[config.mk]
export PLATFORM = sky130hd
export DESIGN_NAME = pu_vel_stage
export DESIGN_NICKNAME = d
export VERILOG_FILES = /design/src/rtl/core/assert_macros.svh /design/src/rtl/core/pu_pkg.sv /design/src/rtl/core/pu_vel_stage.sv
export SDC_FILE = /design/constraint.sdc
export NUM_CORES = 1
export LEC_CHECK = 0
export BUFFER_PORTS_ARGS = -buffer_cell sky130_fd_sc_hd__buf_4
export CORE_AREA = 2 2 223 225
export CTS_CLUSTER_SIZE = 8
export DETAILED_ROUTE_END_ITERATION = 6
export DIE_AREA = 0 0 225 227
export HOLD_SLACK_MARGIN = 0.05
export PLACE_DENSITY_LB_ADDON = 0.25
export SYNTH_ARGS = -nofsm -noshare
export SYNTH_HDL_FRONTEND = slang
export SYNTH_SLANG_ARGS = --single-unit
[constraint.sdc]
create_clock -name clk_i -period 0.8 [get_ports clk_i]
set_clock_uncertainty 0.1 [all_clocks]
set_input_delay 0.08 -clock clk_i [delete_from_list [all_inputs] [get_ports clk_i]]
set_output_delay 0.08 -clock clk_i [all_outputs]
set_load 0.03 [all_outputs]
[src/rtl/core/assert_macros.svh]
// Assertion macros shared by the particle update RTL.
// Expects clk_i and rst_ni in the scope of every use.
`ifndef ASSERT_MACROS_SVH
`define ASSERT_MACROS_SVH

`ifndef ASSERT_OFF

`define ASSERT_IMPL(lbl, ante, cons, msg) \
  lbl: assert property (@(posedge clk_i) disable iff (!rst_ni) (ante) |-> (cons)) \
    else $error(msg);

`define ASSERT_NEXT(lbl, ante, cons, msg) \
  lbl: assert property (@(posedge clk_i) disable iff (!rst_ni) (ante) |=> (cons)) \
    else $error(msg);

`else

`define ASSERT_IMPL(lbl, ante, cons, msg)

`define ASSERT_NEXT(lbl, ante, cons, msg)

`endif

`endif

[src/rtl/core/pu_pkg.sv]
// Types, constants and helper functions for the particle update pipeline.
// No dependencies; imported by every pu_* module and the top level.
`timescale 1ns / 1ps

package pu_pkg;

  typedef enum logic [2:0] {
    KIND_STATIC   = 3'd0,
    KIND_GRAV     = 3'd1,
    KIND_SLOWGRAV = 3'd2,
    KIND_FIRE     = 3'd3,
    KIND_EXPLODE  = 3'd4,
    KIND_EXPLODE2 = 3'd5,
    KIND_BLOB     = 3'd6,
    KIND_BLOB2    = 3'd7
  } ptype_e;

  // register map
  localparam int unsigned CfgIdxW = 2;
  localparam logic [CfgIdxW-1:0] CFG_FRAME_TIME   = 2'd0;
  localparam logic [CfgIdxW-1:0] CFG_GRAVITY      = 2'd1;
  localparam logic [CfgIdxW-1:0] CFG_CURRENT_TIME = 2'd2;

  localparam logic [11:0] GRAVITY_RESET = 12'd800;

  // ramp step multipliers (ramp += ft * k / 16) and expiry limits, Q4.12
  localparam logic [3:0]  RAMP_K_FIRE     = 4'd5;
  localparam logic [3:0]  RAMP_K_EXPLODE  = 4'd10;
  localparam logic [3:0]  RAMP_K_EXPLODE2 = 4'd15;
  localparam logic [15:0] RAMP_LIMIT_FIRE = 16'h6000;
  localparam logic [15:0] RAMP_LIMIT_EXPL = 16'h8000;

  // ceil(2^34 / 5): x / 5 == (x * RECIP5) >> 34 for any x below 2^32
  localparam logic [31:0] RECIP5 = 32'hCCCC_CCCD;

  localparam logic [7:0] TAB_EXPLODE  [8] = '{8'h6f, 8'h6d, 8'h6b, 8'h69,
                                               8'h67, 8'h65, 8'h63, 8'h61};
  localparam logic [7:0] TAB_EXPLODE2 [8] = '{8'h6f, 8'h6e, 8'h6d, 8'h6c,
                                               8'h6b, 8'h6a, 8'h68, 8'h66};
  localparam logic [7:0] TAB_FIRE     [8] = '{8'h6d, 8'h6b, 8'h06, 8'h05,
                                               8'h04, 8'h03, 8'h00, 8'h00};

  localparam logic signed [39:0] SAT_MAX = 40'sh00_7FFF_FFFF;
  localparam logic signed [39:0] SAT_MIN = 40'shFF_8000_0000;

  typedef struct packed {
    logic [15:0] ft;
    logic [11:0] grav;
    logic [39:0] now;
  } cfg_t;

  typedef struct packed {
    ptype_e         ptype;
    logic [15:0]    ramp;
    logic [7:0]     color;
    logic [2:0][31:0] pos;
    logic [2:0][31:0] vel;
    logic [39:0]    death;
  } in_t;

  // after stage 1: products registered
  typedef struct packed {
    logic           removed;
    ptype_e         ptype;
    logic [15:0]    ramp;
    logic [7:0]     color;
    logic [15:0]    inc;
    logic [27:0]    gp;
    logic [2:0][31:0] pos;
    logic [2:0][31:0] vel;
    logic [2:0][48:0] prod;
  } s1_t;

  // after stage 2: position and ramp done, velocity deltas ready
  typedef struct packed {
    logic           removed;
    logic           expire;
    logic [15:0]    ramp;
    logic [7:0]     color;
    logic [2:0][31:0] pos;
    logic [2:0][31:0] vel;
    logic [2:0][35:0] delta;
    logic [24:0]    gz;
  } s2_t;

  typedef struct packed {
    logic           removed;
    logic           expire;
    logic [15:0]    ramp;
    logic [7:0]     color;
    logic [2:0][31:0] pos;
    logic [2:0][31:0] vel;
  } out_t;

  function automatic logic [31:0] sat32(input logic signed [39:0] v);
    logic [31:0] r;
    if (v > SAT_MAX) begin
      r = 32'h7FFF_FFFF;
    end else if (v < SAT_MIN) begin
      r = 32'h8000_0000;
    end else begin
      r = v[31:0];
    end
    return r;
  endfunction

  function automatic logic [7:0] color_lut(input ptype_e t, input logic [2:0] idx);
    logic [7:0] c;
    case (t)
      KIND_FIRE:     c = TAB_FIRE[idx];
      KIND_EXPLODE:  c = TAB_EXPLODE[idx];
      KIND_EXPLODE2: c = TAB_EXPLODE2[idx];
      default:       c = 8'h00;
    endcase
    return c;
  endfunction

endpackage

[src/rtl/core/pu_vel_stage.sv]
// Stage 3: velocity sums and saturation into the output register.
// Depends on pu_pkg.
`timescale 1ns / 1ps

module pu_vel_stage import pu_pkg::*; (
  input  logic clk_i,
  input  logic rst_ni,
  input  logic en_i,
  input  logic valid_i,
  input  s2_t  data_i,
  output logic valid_o,
  output out_t data_o
);

  logic valid_q;
  out_t out_d, out_q;
  logic [2:0][39:0] vsum;

  always_comb begin
    for (int i = 0; i < 3; i++) begin
      vsum[i] = {{8{data_i.vel[i][31]}}, data_i.vel[i]}
              + {{4{data_i.delta[i][35]}}, data_i.delta[i]};
    end
    vsum[2] = vsum[2] + {{15{data_i.gz[24]}}, data_i.gz};
  end

  always_comb begin
    out_d.removed = data_i.removed;
    out_d.expire  = data_i.expire;
    out_d.ramp    = data_i.ramp;
    out_d.color   = data_i.color;
    out_d.pos     = data_i.pos;
    for (int i = 0; i < 3; i++) begin
      out_d.vel[i] = sat32($signed(vsum[i]));
    end
  end

  always_ff @(posedge clk_i or negedge rst_ni) begin
    if (!rst_ni) begin
      valid_q <= 1'b0;
    end else if (en_i) begin
      valid_q <= valid_i;
    end
  end

  always_ff @(posedge clk_i) begin
    if (en_i && valid_i) begin
      out_q <= out_d;
    end
  end

  assign valid_o = valid_q;
  assign data_o  = out_q;

endmodule

=== Word level (Yosys, flattened, before mapping) ===
Index checks and enable logic that the tools add are counted.

* Word-level logic and storage cells: 25
* Bits of input ports: 355
* Bits in latches: 0
* Output and inout bits: 219
* RAM bits: 0
* ROM bits: 0
* Memories: 0
* Flip-flop bits (word level): 219

* Bitwise gates (word level): 0
* Reduce and logical (&&, ||, !) cells: 1
* Multiplexer cells: 3
* $add $sub $neg: 4
* Div/mod/pow operators: 0
* Equal/unequal tests: 0
* Order comparisons: 6
* Shift-type cells: 0
* Multiply operators: 0

{| class="wikitable"
|+ Operator list
! operator !! number
|-
| $add A32 B36 Y37 || 3
|-
| $mux W32 || 3
|-
| $gt A37 B32 Y1 const B || 2
|-
| $lt A37 B32 Y1 const B || 2
|-
| $add A37 B25 Y38 || 1
|-
| $gt A38 B32 Y1 const B || 1
|-
| $lt A38 B32 Y1 const B || 1
|-
| $logic_and A1 B1 Y1 || 1
|}

=== Logic depth before layout (Yosys ltp) ===
Gate-level depths: netlist of run 1.

* Depth after elaboration: 4
* Gate-level depth with buffers: 14
* Mapped depth without buffers: 13

=== Worst setup path before layout of run 1 ===
Ideal clock, no wire load.

* Path type: input-to-reg
* Start: in valid_i
* End: reg out_q (netlist bit data_o[0]), enable pin
* Library setup time: 0.605 ns
* Arrival time: 5.019 ns
* Setup slack: -4.923 ns
* Stages on the path: 1
* Path through: and2_1

* Word-level cells in the longest chain between the ends: 1

{| class="wikitable"
|+ Ends and longest elaborated chain
! element !! line !! RTL
|-
| start: declaration || pu_vel_stage.sv:9 || <nowiki>input logic valid_i,</nowiki>
|-
| $logic_and A1 B1 Y1 || pu_vel_stage.sv:47 || <nowiki>if (en_i && valid_i) begin</nowiki>
|-
| end signal: assignment || pu_vel_stage.sv:48 || <nowiki>out_q <= out_d;</nowiki>
|-
| end: declaration || pu_vel_stage.sv:16 || <nowiki>out_t out_d, out_q;</nowiki>
|}

Every way passes these cells.
A chain may end at the register's enable or synchronous reset.

=== Worst setup path after layout of run 1 ===
* Start: in data_i[14] (netlist name)
* End: reg out_q (netlist bit data_o[74]), data pin

* Word-level cells in the longest chain between the ends: 3

{| class="wikitable"
|+ Ends and longest elaborated chain
! element !! line !! RTL
|-
| start: declaration || pu_vel_stage.sv:10 || <nowiki>input s2_t data_i,</nowiki>
|-
| $add A37 B25 Y38 (*) || pu_vel_stage.sv:24 || <nowiki>vsum[2] = vsum[2] + {{15{data_i.gz[24]}}, data_i.gz};</nowiki>
|-
| $lt A38 B32 Y1 || pu_pkg.sv:99 || <nowiki>end else if (v < SAT_MIN) begin</nowiki>
|-
| $mux W32 || pu_pkg.sv:99 ||
|}

Mark *: on every way between the ends. The rest lies on a longest branch, timed or not.

==> results.json, run 1 <==
{
  "rows": 81,
  "fmax_ghz": 0.322,
  "synth.distinct_cells": 80,
  "cts_tree": "built",
  "ys.flop_type": "edfxtp_1",
  "place_ws_ns": -2.87,
  "grt_start_max_net_pins": 29,
  "rsz0062_at_grt": "true",
  "fin_crit_sh_pct": 388,
  "start_util_pct": 29.5,
  "drv_cap": 0,
  "grt_use_total_pct": 21.6,
  "setup_viol": 316,
  "synth_compound_area_share_pct": 21.6,
  "final_cell_mix": "747 x buf_4, 241 x buf_6, 218 x edfxtp_1",
  "synthSimpleGateAreaFrac_pct": 8.87,
  "critPathMaxFanout": 11,
  "worstPathArrival_ns": 3.28,
  "critPathLaunchType": "primary input",
  "grt_pass1_wl_um": 85300,
  "first_iter_violations": 685,
  "maxSlewViolCount": 0,
  "synth_adder_area_share_pct": 14.9,
  "synth_top_family_by_area": "compound AO/OA/AOI/OAI gates",
  "required_ns": 0.98,
  "die_w_um": 225,
  "drt-wirelength-per-cell_um": 19.5,
  "wl_um": 59200,
  "synth_edf_count": 218,
  "min_path_type": "in2reg",
  "drtPass1Iterations": 5,
  "fin_nets": 2892,
  "power_mw": 52.7,
  "syn-instance-count": 1257,
  "ir_drop_uv": 1430,
  "overflow": 0,
  "cts_made_buffers": 34,
  "grt_antenna_before_repair": 5,
  "endpoint_kind": "flip-flop",
  "clock_latency_ns": 0.54,
  "vias_per_cell": 4.90,
  "violations": "negative hold slack, negative setup slack",
  "leakage_nw": 11.7,
  "synth-xor-area-share_pct": 5.93,
  "synthesis.nets": 1759,
  "num_vias": 14800,
  "die_area_um2": 51100,
  "synth.avg_cell_area_um2": 11.4,
  "postSynth.asyncResetShare_pct": 0.457,
  "post-dp-hpwl_um": 43700,
  "coreArea_um2": 48500,
  "layout_setup_ws_ns": -2.30,
  "die_h_um": 227,
  "ios": 574,
  "drive_above_1_share_pct": 51.4,
  "criticalPathCategory": "in2reg",
  "final_common_cell": "buf_4",
  "power_density_nw_per_um2": 1960,
  "place.gp.congestion": 0.882,
  "syn_area_um2": 14300,
  "synth-seq-cells": 219,
  "period_minus_slack_ns": 3.10,
  "cts_max_level": 2,
  "clockBufferDepth": 3,
  "io_buffers": 573,
  "holdWs_ns": -0.219,
  "final_antenna_net_count": 0,
  "ys_warn_count": 0,
  "yosys-mux-area-fraction_pct": 0.218,
  "hold_violations": 5,
  "worstMarginPinSlew_ns": 0.634,
  "cts-root-buf": "clkbuf_16",
  "grt_pass1_vias": 15600,
  "area_growth_pct": 87.4,
  "path_clk_slew_ns": 0.05,
  "status": "complete, but fails checks",
  "drcViolationCount": 0,
  "cts_num_sinks": 219,
  "max_slew_margin_pct": 57.3,
  "ys_seq_area_share_pct": 45.8
}
==> cell families (layout without fill, tap and decap cells) <==
logic type | count (synthesis) | count (layout)
mux | 3 | 3
buf+inv | 81 | 1228
xor+xnor | 97 | 97
compound gates | 448 | 448
fa+ha+maj | 147 | 147
flops | 219 | 219
other cells | 0 | 5
simple gates | 262 | 262
==> final cells by class <==
type	count	area [um2]
inverters	31	116
clock buffers	44	910
repair buffers	1147	10300
fillers	4071	21700
well taps	622	778
clock inverters	6	46.3
multi-input cells	957	8080
diodes	5	12.5
flip-flops and latches	219	6570
==> through the flow <==
step           utilization, %  hold slack [ns]  instance area (um2)  std cells  setup TNS (ns)
3_5_place_dp             46.2           -0.239                22400       2800         -323.33
5_1_grt                  55.3           -0.215                26900       3029         -317.03
4_1_cts                  54.1           -0.153                26300       3006         -362.05
3_3_place_gp             46.2           -0.244                22400       2800         -319.59
6_report                 55.3           -0.219                26900       3031         -301.31
2_1_floorplan               -           -0.316                14500       1257         -510.35
==> sequential cells by signal (all words and copies together) (netlist names) <==
register,count
valid_o,1
data_o,218
==> repair_timing <==
action                                  CTS  global route
pin swaps                                26            48
resized for setup                       289            70
endpoints found under the setup margin  316           534
hold endpoints to repair                144             5
buffers inserted                         21            16
cloned                                   10             9
hold buffers                            126             1
==> Yosys cell counts (4+ instances only) <==
master     instances  area, um2
inv_1             31        116
xor2_1            47        412
o21ai_2           30        263
ha_1             108       1350
clkbuf_1          25       93.8
buf_2             18       90.1
a41o_1             4       40.0
o31ai_1            9       67.6
and3_1            13       81.3
nor2b_1            8       50.1
fa_1              39        781
nor3_1            16       80.1
buf_6              7       78.8
o21a_1            11       82.6
o211ai_1           7       52.6
nand2_1           77        289
a21o_1            38        285
a31oi_1           14       87.6
xnor2_1           50        438
a2111oi_0          4       35.0
o21bai_1          10       75.1
a41oi_1            7       61.3
edfxtp_1         218       6550
o21ai_0           60        300
a31o_2             4       35.0
nand2b_1          12       75.1
a211oi_1          18        135
nor2_1            56        210
a21oi_1          101        505
o221ai_1           4       35.0
nand4_1           18        113
nand3_1           32        160
and2_1            15       93.8
o21ai_1           43        215
a21oi_2           31        272
==> per-layer routing <==
layer  up-vias  track usage [%]  share of wire (%)
met3       112             4.97                6.8
met2       564             38.8                 51
met4         0             8.97                3.6
met1      7064             24.6                 39
li1       7098                -                  -
met5         -                0                  0
==> power breakdown <==
group          switching, mW  total, mW  internal, mW  leakage (nW)
Sequential             0.594       14.8          14.2          2.11
Clock                   5.33       13.3          7.93         0.467
Combinational           12.3       24.6          12.4          9.16
Total                   18.2       52.7          34.5          11.7
==> worst paths after layout <==
path	depth (start not counted)	end	from	slack (ns)
setup / recovery	13	data_o[74]	data_i[14]	-2.30
hold / removal	3	valid_o	en_i	-0.22
setup reg to reg	1	valid_o	valid_o	-0.08
hold reg to reg	1	valid_o	valid_o	0.44
max in group asynchronous	3	valid_o	rst_ni	0.21
min in group asynchronous	3	valid_o	rst_ni	0.27
==> worst max-delay path, stage by stage <==
cell       delay (ns)
buf_4            0.11
fa_1             0.47
ha_1             0.31
buf_4            0.15
nand4_1          0.25
a211oi_1         0.50
a2bb2oi_4        0.25
o22ai_4          0.11
mux2i_2          0.20
a221oi_2         0.32
a31o_4           0.28
buf_12           0.16
o21ai_1          0.07
(Power assumes the default switching activity.)
==> run 2, diff against run 1 <==
--- a/config.mk
+++ b/config.mk
@@ -13,3 +13,2 @@
 export HOLD_SLACK_MARGIN = 0.05
-export PLACE_DENSITY_LB_ADDON = 0.25
 export SYNTH_ARGS = -nofsm -noshare
==> constraint.sdc (replaced) <==
create_clock -name clk_i -period 0.8 [get_ports clk_i]
set_clock_uncertainty 0.1 [all_clocks]
set_input_delay 0.04 -clock clk_i [delete_from_list [all_inputs] [get_ports clk_i]]
set_output_delay 0.04 -clock clk_i [all_outputs]
set_load 0.03 [all_outputs]
==> run 2 against run 1 <==
Clock power about the same; combinational power decreased by 2%; global-route usage increased by 0.63 points; critical path depth increased by 3; die area unchanged; non-clock buffer count decreased by 6; largest power group unchanged; sequential share of layout area increased by 0.082 points; the run still ends with negative hold slack, negative setup slack left; via count decreased by 0.28%; cell count decreased by 0.23%; worst hold slack improved by 0.0062 ns; first-iteration DRC count decreased by 5.8%.
==> results.json, run 2 (synthesized netlist as in run 1, its figures left out) <==
{
  "ios": 574,
  "required_ns": 1.05,
  "drtPass1Iterations": 5,
  "fin_area_um2": 26800,
  "period_minus_slack_ns": 3.07,
  "post-dp-hpwl_um": 45000,
  "reg2reg_from": "valid_o",
  "grt_pass1_wl_um": 87700,
  "vias_per_cell": 4.89,
  "place_area_um2": 22600,
  "start_util_pct": 29.5,
  "holdWs_ns": -0.213,
  "endpoint_kind": "flip-flop",
  "worstMarginPinSlew_ns": 0.561,
  "num_vias": 14800,
  "cts-root-buf": "clkbuf_16",
  "path_delay_family": "compound AO/OA/AOI/OAI gates",
  "maxSlewViolCount": 0,
  "first_iter_violations": 645,
  "worstPathArrival_ns": 3.32,
  "min_path_type": "in2reg",
  "cts_num_sinks": 219,
  "critPathMaxFanout": 13,
  "fin_nets": 2886,
  "ir_drop_uv": 1630,
  "seqPwrFrac_pct": 28.5,
  "drt-wirelength-per-cell_um": 19.7,
  "crit_buf_inv": 5,
  "cts_max_level": 2,
  "final_cell_mix": "753 x buf_4, 233 x buf_6, 218 x edfxtp_1",
  "die_h_um": 227,
  "combPwrFrac_pct": 46.4,
  "wl_um": 59700,
  "p_sw_share_pct": 34.2,
  "cts_tree": "built",
  "final_common_cell": "buf_4",
  "die_w_um": 225,
  "largest_reg_flops": 218,
  "r2r_slack_ns": -0.09,
  "overflow": 0,
  "crit_start": "data_i[2]",
  "critPathLaunchType": "primary input",
  "clockBufferDepth": 3,
  "hold_violations": 5,
  "fmax_ghz": 0.326,
  "drive_above_1_share_pct": 50.9,
  "drcViolationCount": 0,
  "rows": 81,
  "area_growth_pct": 86.8,
  "die_area_um2": 51100,
  "cts_made_buffers": 34,
  "grt_antenna_before_repair": 8,
  "drv_cap": 0,
  "post-route-util_pct": 55.1,
  "power_density_nw_per_um2": 1940,
  "clockPowerShare_pct": 25.0,
  "io_buffers": 573,
  "p_switching_mw": 17.8,
  "grt_use_total_pct": 22.2,
  "max_slew_margin_pct": 62.2,
  "layout_setup_ws_ns": -2.27,
  "grt_pass1_vias": 15600,
  "violations": "negative hold slack, negative setup slack",
  "power_mw": 52.0,
  "criticalPathCategory": "in2reg",
  "crit_slowest_cell": "fa_2",
  "fin_crit_sh_pct": 384,
  "path_clk_slew_ns": 0.05,
  "place.gp.congestion": 0.918,
  "status": "complete, but fails checks",
  "clock_latency_ns": 0.51,
  "cp_slowest_stage_delay_ns": 0.51,
  "crit_chain": "buf_4 -> fa_2 -> buf_6 -> fa_2 -> a21oi_4 -> o21ai_2 -> a221oi_2 -> buf_4 -> a2bb2oi_4 -> o22ai_2 -> mux2i_1 -> and2_4 -> a41oi_4 -> buf_6 -> buf_12 -> o21ai_1",
  "grt_start_max_net_pins": 35,
  "final_antenna_net_count": 0,
  "p_int_mw": 34.2,
  "setup_viol": 316,
  "place_ws_ns": -2.83,
  "coreArea_um2": 48500,
  "min_from": "en_i",
  "leakage_nw": 11.7,
  "rsz0062_at_grt": "true",
  "nFillCells": 4049
}
[run 2: path summary, 6_finish.rpt]
check / end / cells after the start
setup / recovery: data_o[67] / 16
hold / removal: valid_o / 3
setup reg to reg: valid_o / 1
hold reg to reg: valid_o / 1
max in group asynchronous: valid_o / 3
min in group asynchronous: valid_o / 3
[run 2: layout make-up]
class                      count  area, um2  area share, %
antenna                        4       10.0         0.0374
clock inverter                 4       21.3         0.0795
timing repair buffer        1141      10200           37.9
sequential                   219       6570           24.6
clock buffer                  46        927           3.46
tap                          622        778           2.91
inverter                      31        116          0.435
multi-input combinational    957       8190           30.6
[run 2: per-stage QoR]
| stage | TNS, ns | std cells |
|---|---|---|
| after floorplan | -497.79 | 1257 |
| after global placement | -307.54 | 2815 |
| after detailed placement | -312.64 | 2815 |
| after CTS | -347.65 | 3018 |
| after global routing | -296.39 | 3023 |
| final | -279.03 | 3024 |
[run 2: layer usage]
metal  share of wire (%)  global-route usage (%)  vias up  wire length [um]
met5               0.077                       0        -                46
met4                 3.0                    7.58        8              1810
met1                  40                    26.3     7097             23800
li1                    -                       -     7084                 -
met2                  51                    39.9      507             30300
met3                 6.2                    4.67      100              3680
[run 2: power by group through the flow]
stage          clock, mW  sequential (mW)  combinational [mW]
4_1_cts             13.4             14.8                23.5
3_5_place_dp           0             14.8                20.5
3_3_place_gp           0             14.8                20.3
2_1_floorplan          0             16.9                8.79
6_report            13.0             14.8                24.1
5_1_grt             13.8             14.9                25.9
[run 2: timing repair]
action                     CTS  global route
buffers inserted            19             5
hold endpoints to repair   141             5
pin swaps                   23            17
hold buffers               126             1
gates cloned                 9             4
gates resized for setup    288            80
setup endpoints to repair  316           534
==> run 3, diff against run 2 <==
- PLACE_DENSITY: default -> 0.61
==> run 3 against run 2 <==
The run still ends with negative hold slack, negative setup slack left; flip-flop and latch count stayed put; sequential power hardly changed; global-route usage is 0.056 points higher; routed wire length is 0.44% higher; worst setup slack better by 0.052 ns; total power is 2.1% higher; combinational power hardly changed; via count is 1.2% higher; largest cell class unchanged; highest routed layer unchanged.
==> results.json, run 3 (synthesized netlist as in run 1, its figures left out) <==
{
  "vias_per_cell": 4.91,
  "coreArea_um2": 48500,
  "drive_above_1_share_pct": 51.6,
  "crit_buf_inv": 3,
  "hold_violations": 2,
  "r2r_cells": 1,
  "io_buffers": 573,
  "cts-root-buf": "clkbuf_16",
  "rows": 81,
  "drcViolationCount": 0,
  "worstMarginPinSlew_ns": 0.657,
  "grt_pass1_vias": 15900,
  "power_mw": 53.1,
  "nFillCells": 4019,
  "power_density_nw_per_um2": 1960,
  "criticalPathCategory": "in2reg",
  "clockBufferDepth": 3,
  "hold_path_end": "data_o[0]",
  "cts_tree": "built",
  "holdWs_ns": -0.145,
  "fin_crit_sh_pct": 377,
  "setup_viol": 316,
  "ios": 574,
  "r2r_end": "valid_o",
  "reg2reg_from": "valid_o",
  "final_common_cell": "buf_4",
  "crit_chain": "buf_6 -> fa_1 -> ha_4 -> a211o_1 -> a211o_1 -> a2111oi_4 -> o31ai_1 -> buf_4 -> a21oi_4 -> xnor2_1 -> a221oi_2 -> a31o_2 -> buf_12 -> o21ai_1",
  "min_path_type": "in2reg",
  "path_clk_slew_ns": 0.05,
  "final_antenna_net_count": 0,
  "die_area_um2": 51100,
  "crit_top_cell": "a211o_1",
  "crit_cells": 14,
  "cts_made_buffers": 35,
  "overflow": 0,
  "status": "complete, but fails checks",
  "first_iter_violations": 681,
  "maxSlewViolCount": 0,
  "critPathMaxFanout": 24,
  "grt_use_total_pct": 22.3,
  "cts_max_level": 2,
  "post-dp-hpwl_um": 45100,
  "crit_slowest_cell": "fa_1",
  "drv_cap": 0,
  "largest_reg_flops": 218,
  "die_w_um": 225,
  "cp_slowest_stage_delay_ns": 0.58,
  "layout_setup_ws_ns": -2.22,
  "start_util_pct": 29.5,
  "max_slew_margin_pct": 55.7,
  "period_minus_slack_ns": 3.02,
  "ir_drop_uv": 1720,
  "r2r_slack_ns": -0.08,
  "die_h_um": 227,
  "worstPathArrival_ns": 3.18,
  "grt_start_max_net_pins": 25,
  "fmax_ghz": 0.331,
  "final_cell_mix": "757 x buf_4, 240 x buf_6, 218 x edfxtp_1",
  "drt-wirelength-per-cell_um": 19.7,
  "clock_latency_ns": 0.51,
  "place.gp.congestion": 0.945,
  "num_vias": 15000,
  "fin_nets": 2908,
  "endpoint_kind": "flip-flop",
  "violations": "negative hold slack, negative setup slack",
  "area_growth_pct": 88.7,
  "critPathLaunchType": "primary input",
  "path_delay_family": "compound AO/OA/AOI/OAI gates",
  "grt_pass1_wl_um": 88000,
  "wl_um": 60000,
  "rsz0062_at_grt": "true",
  "cts_num_sinks": 219,
  "leakage_nw": 11.8,
  "min_from": "data_i[133]",
  "grt_antenna_before_repair": 7,
  "holdPathStages": 4,
  "drtPass1Iterations": 6,
  "required_ns": 0.96
}
-- run 3: how the worst max path moves through the flow --
stage,from,end
floorplan,data_i[12],data_o[67]
global placement,data_i[12],data_o[73]
detailed placement,data_i[12],data_o[73]
CTS,data_i[1],data_o[76]
global route,data_i[18],data_o[74]
finish,data_i[12],data_o[73]
-- run 3: per-layer routing --
metal,up-vias,global-route usage [%],routed length [um],part of all wire [%]
met4,6,8.93,2170,3.6
li1,7135,-,-,-
met1,7151,26.2,23800,40
met3,111,3.95,3540,5.9
met2,566,40.2,30400,51
met5,-,0,41,0.068
-- run 3: what timing repair did --
item                       in CTS  in global routing
pin swaps                      22                 30
setup endpoints to repair     316                534
gates resized for setup       294                 76
cloned                         11                  5
hold endpoints to repair      156                  5
buffers inserted               26                  7
hold buffers                  127                  2
-- run 3: cell type report --
| cell class | count | area [um2] | share of cell area (%) |
|---|---|---|---|
| antenna | 4 | 10.0 | 0.0370 |
| clock buffer | 47 | 963 | 3.56 |
| clock inverter | 7 | 53.8 | 0.199 |
| inverter | 31 | 116 | 0.430 |
| multi-input combinational | 957 | 8070 | 29.8 |
| sequential | 219 | 6570 | 24.3 |
| tap | 622 | 778 | 2.88 |
| timing repair buffer | 1162 | 10500 | 38.8 |
-- run 3: power breakdown --
| group | internal [mW] | switching (mW) |
|---|---|---|
| clock network | 8.61 | 5.19 |
| registers | 14.2 | 0.604 |
| logic | 12.3 | 12.2 |
-- run 3: through the flow --
stage | std cells | TNS (ns) | setup WS, ns | utilization, % | area (um2)
2_1_floorplan | 1257 | -497.79 | -2.38 | - | 14500
3_3_place_gp | 2821 | -311.11 | -2.81 | 46.6 | 22600
3_5_place_dp | 2821 | -311.12 | -2.80 | 46.6 | 22600
4_1_cts | 3039 | -343.73 | -2.19 | 54.8 | 26600
5_1_grt | 3047 | -296.64 | -2.34 | 55.7 | 27000
6_report | 3049 | -278.27 | -2.22 | 55.7 | 27000
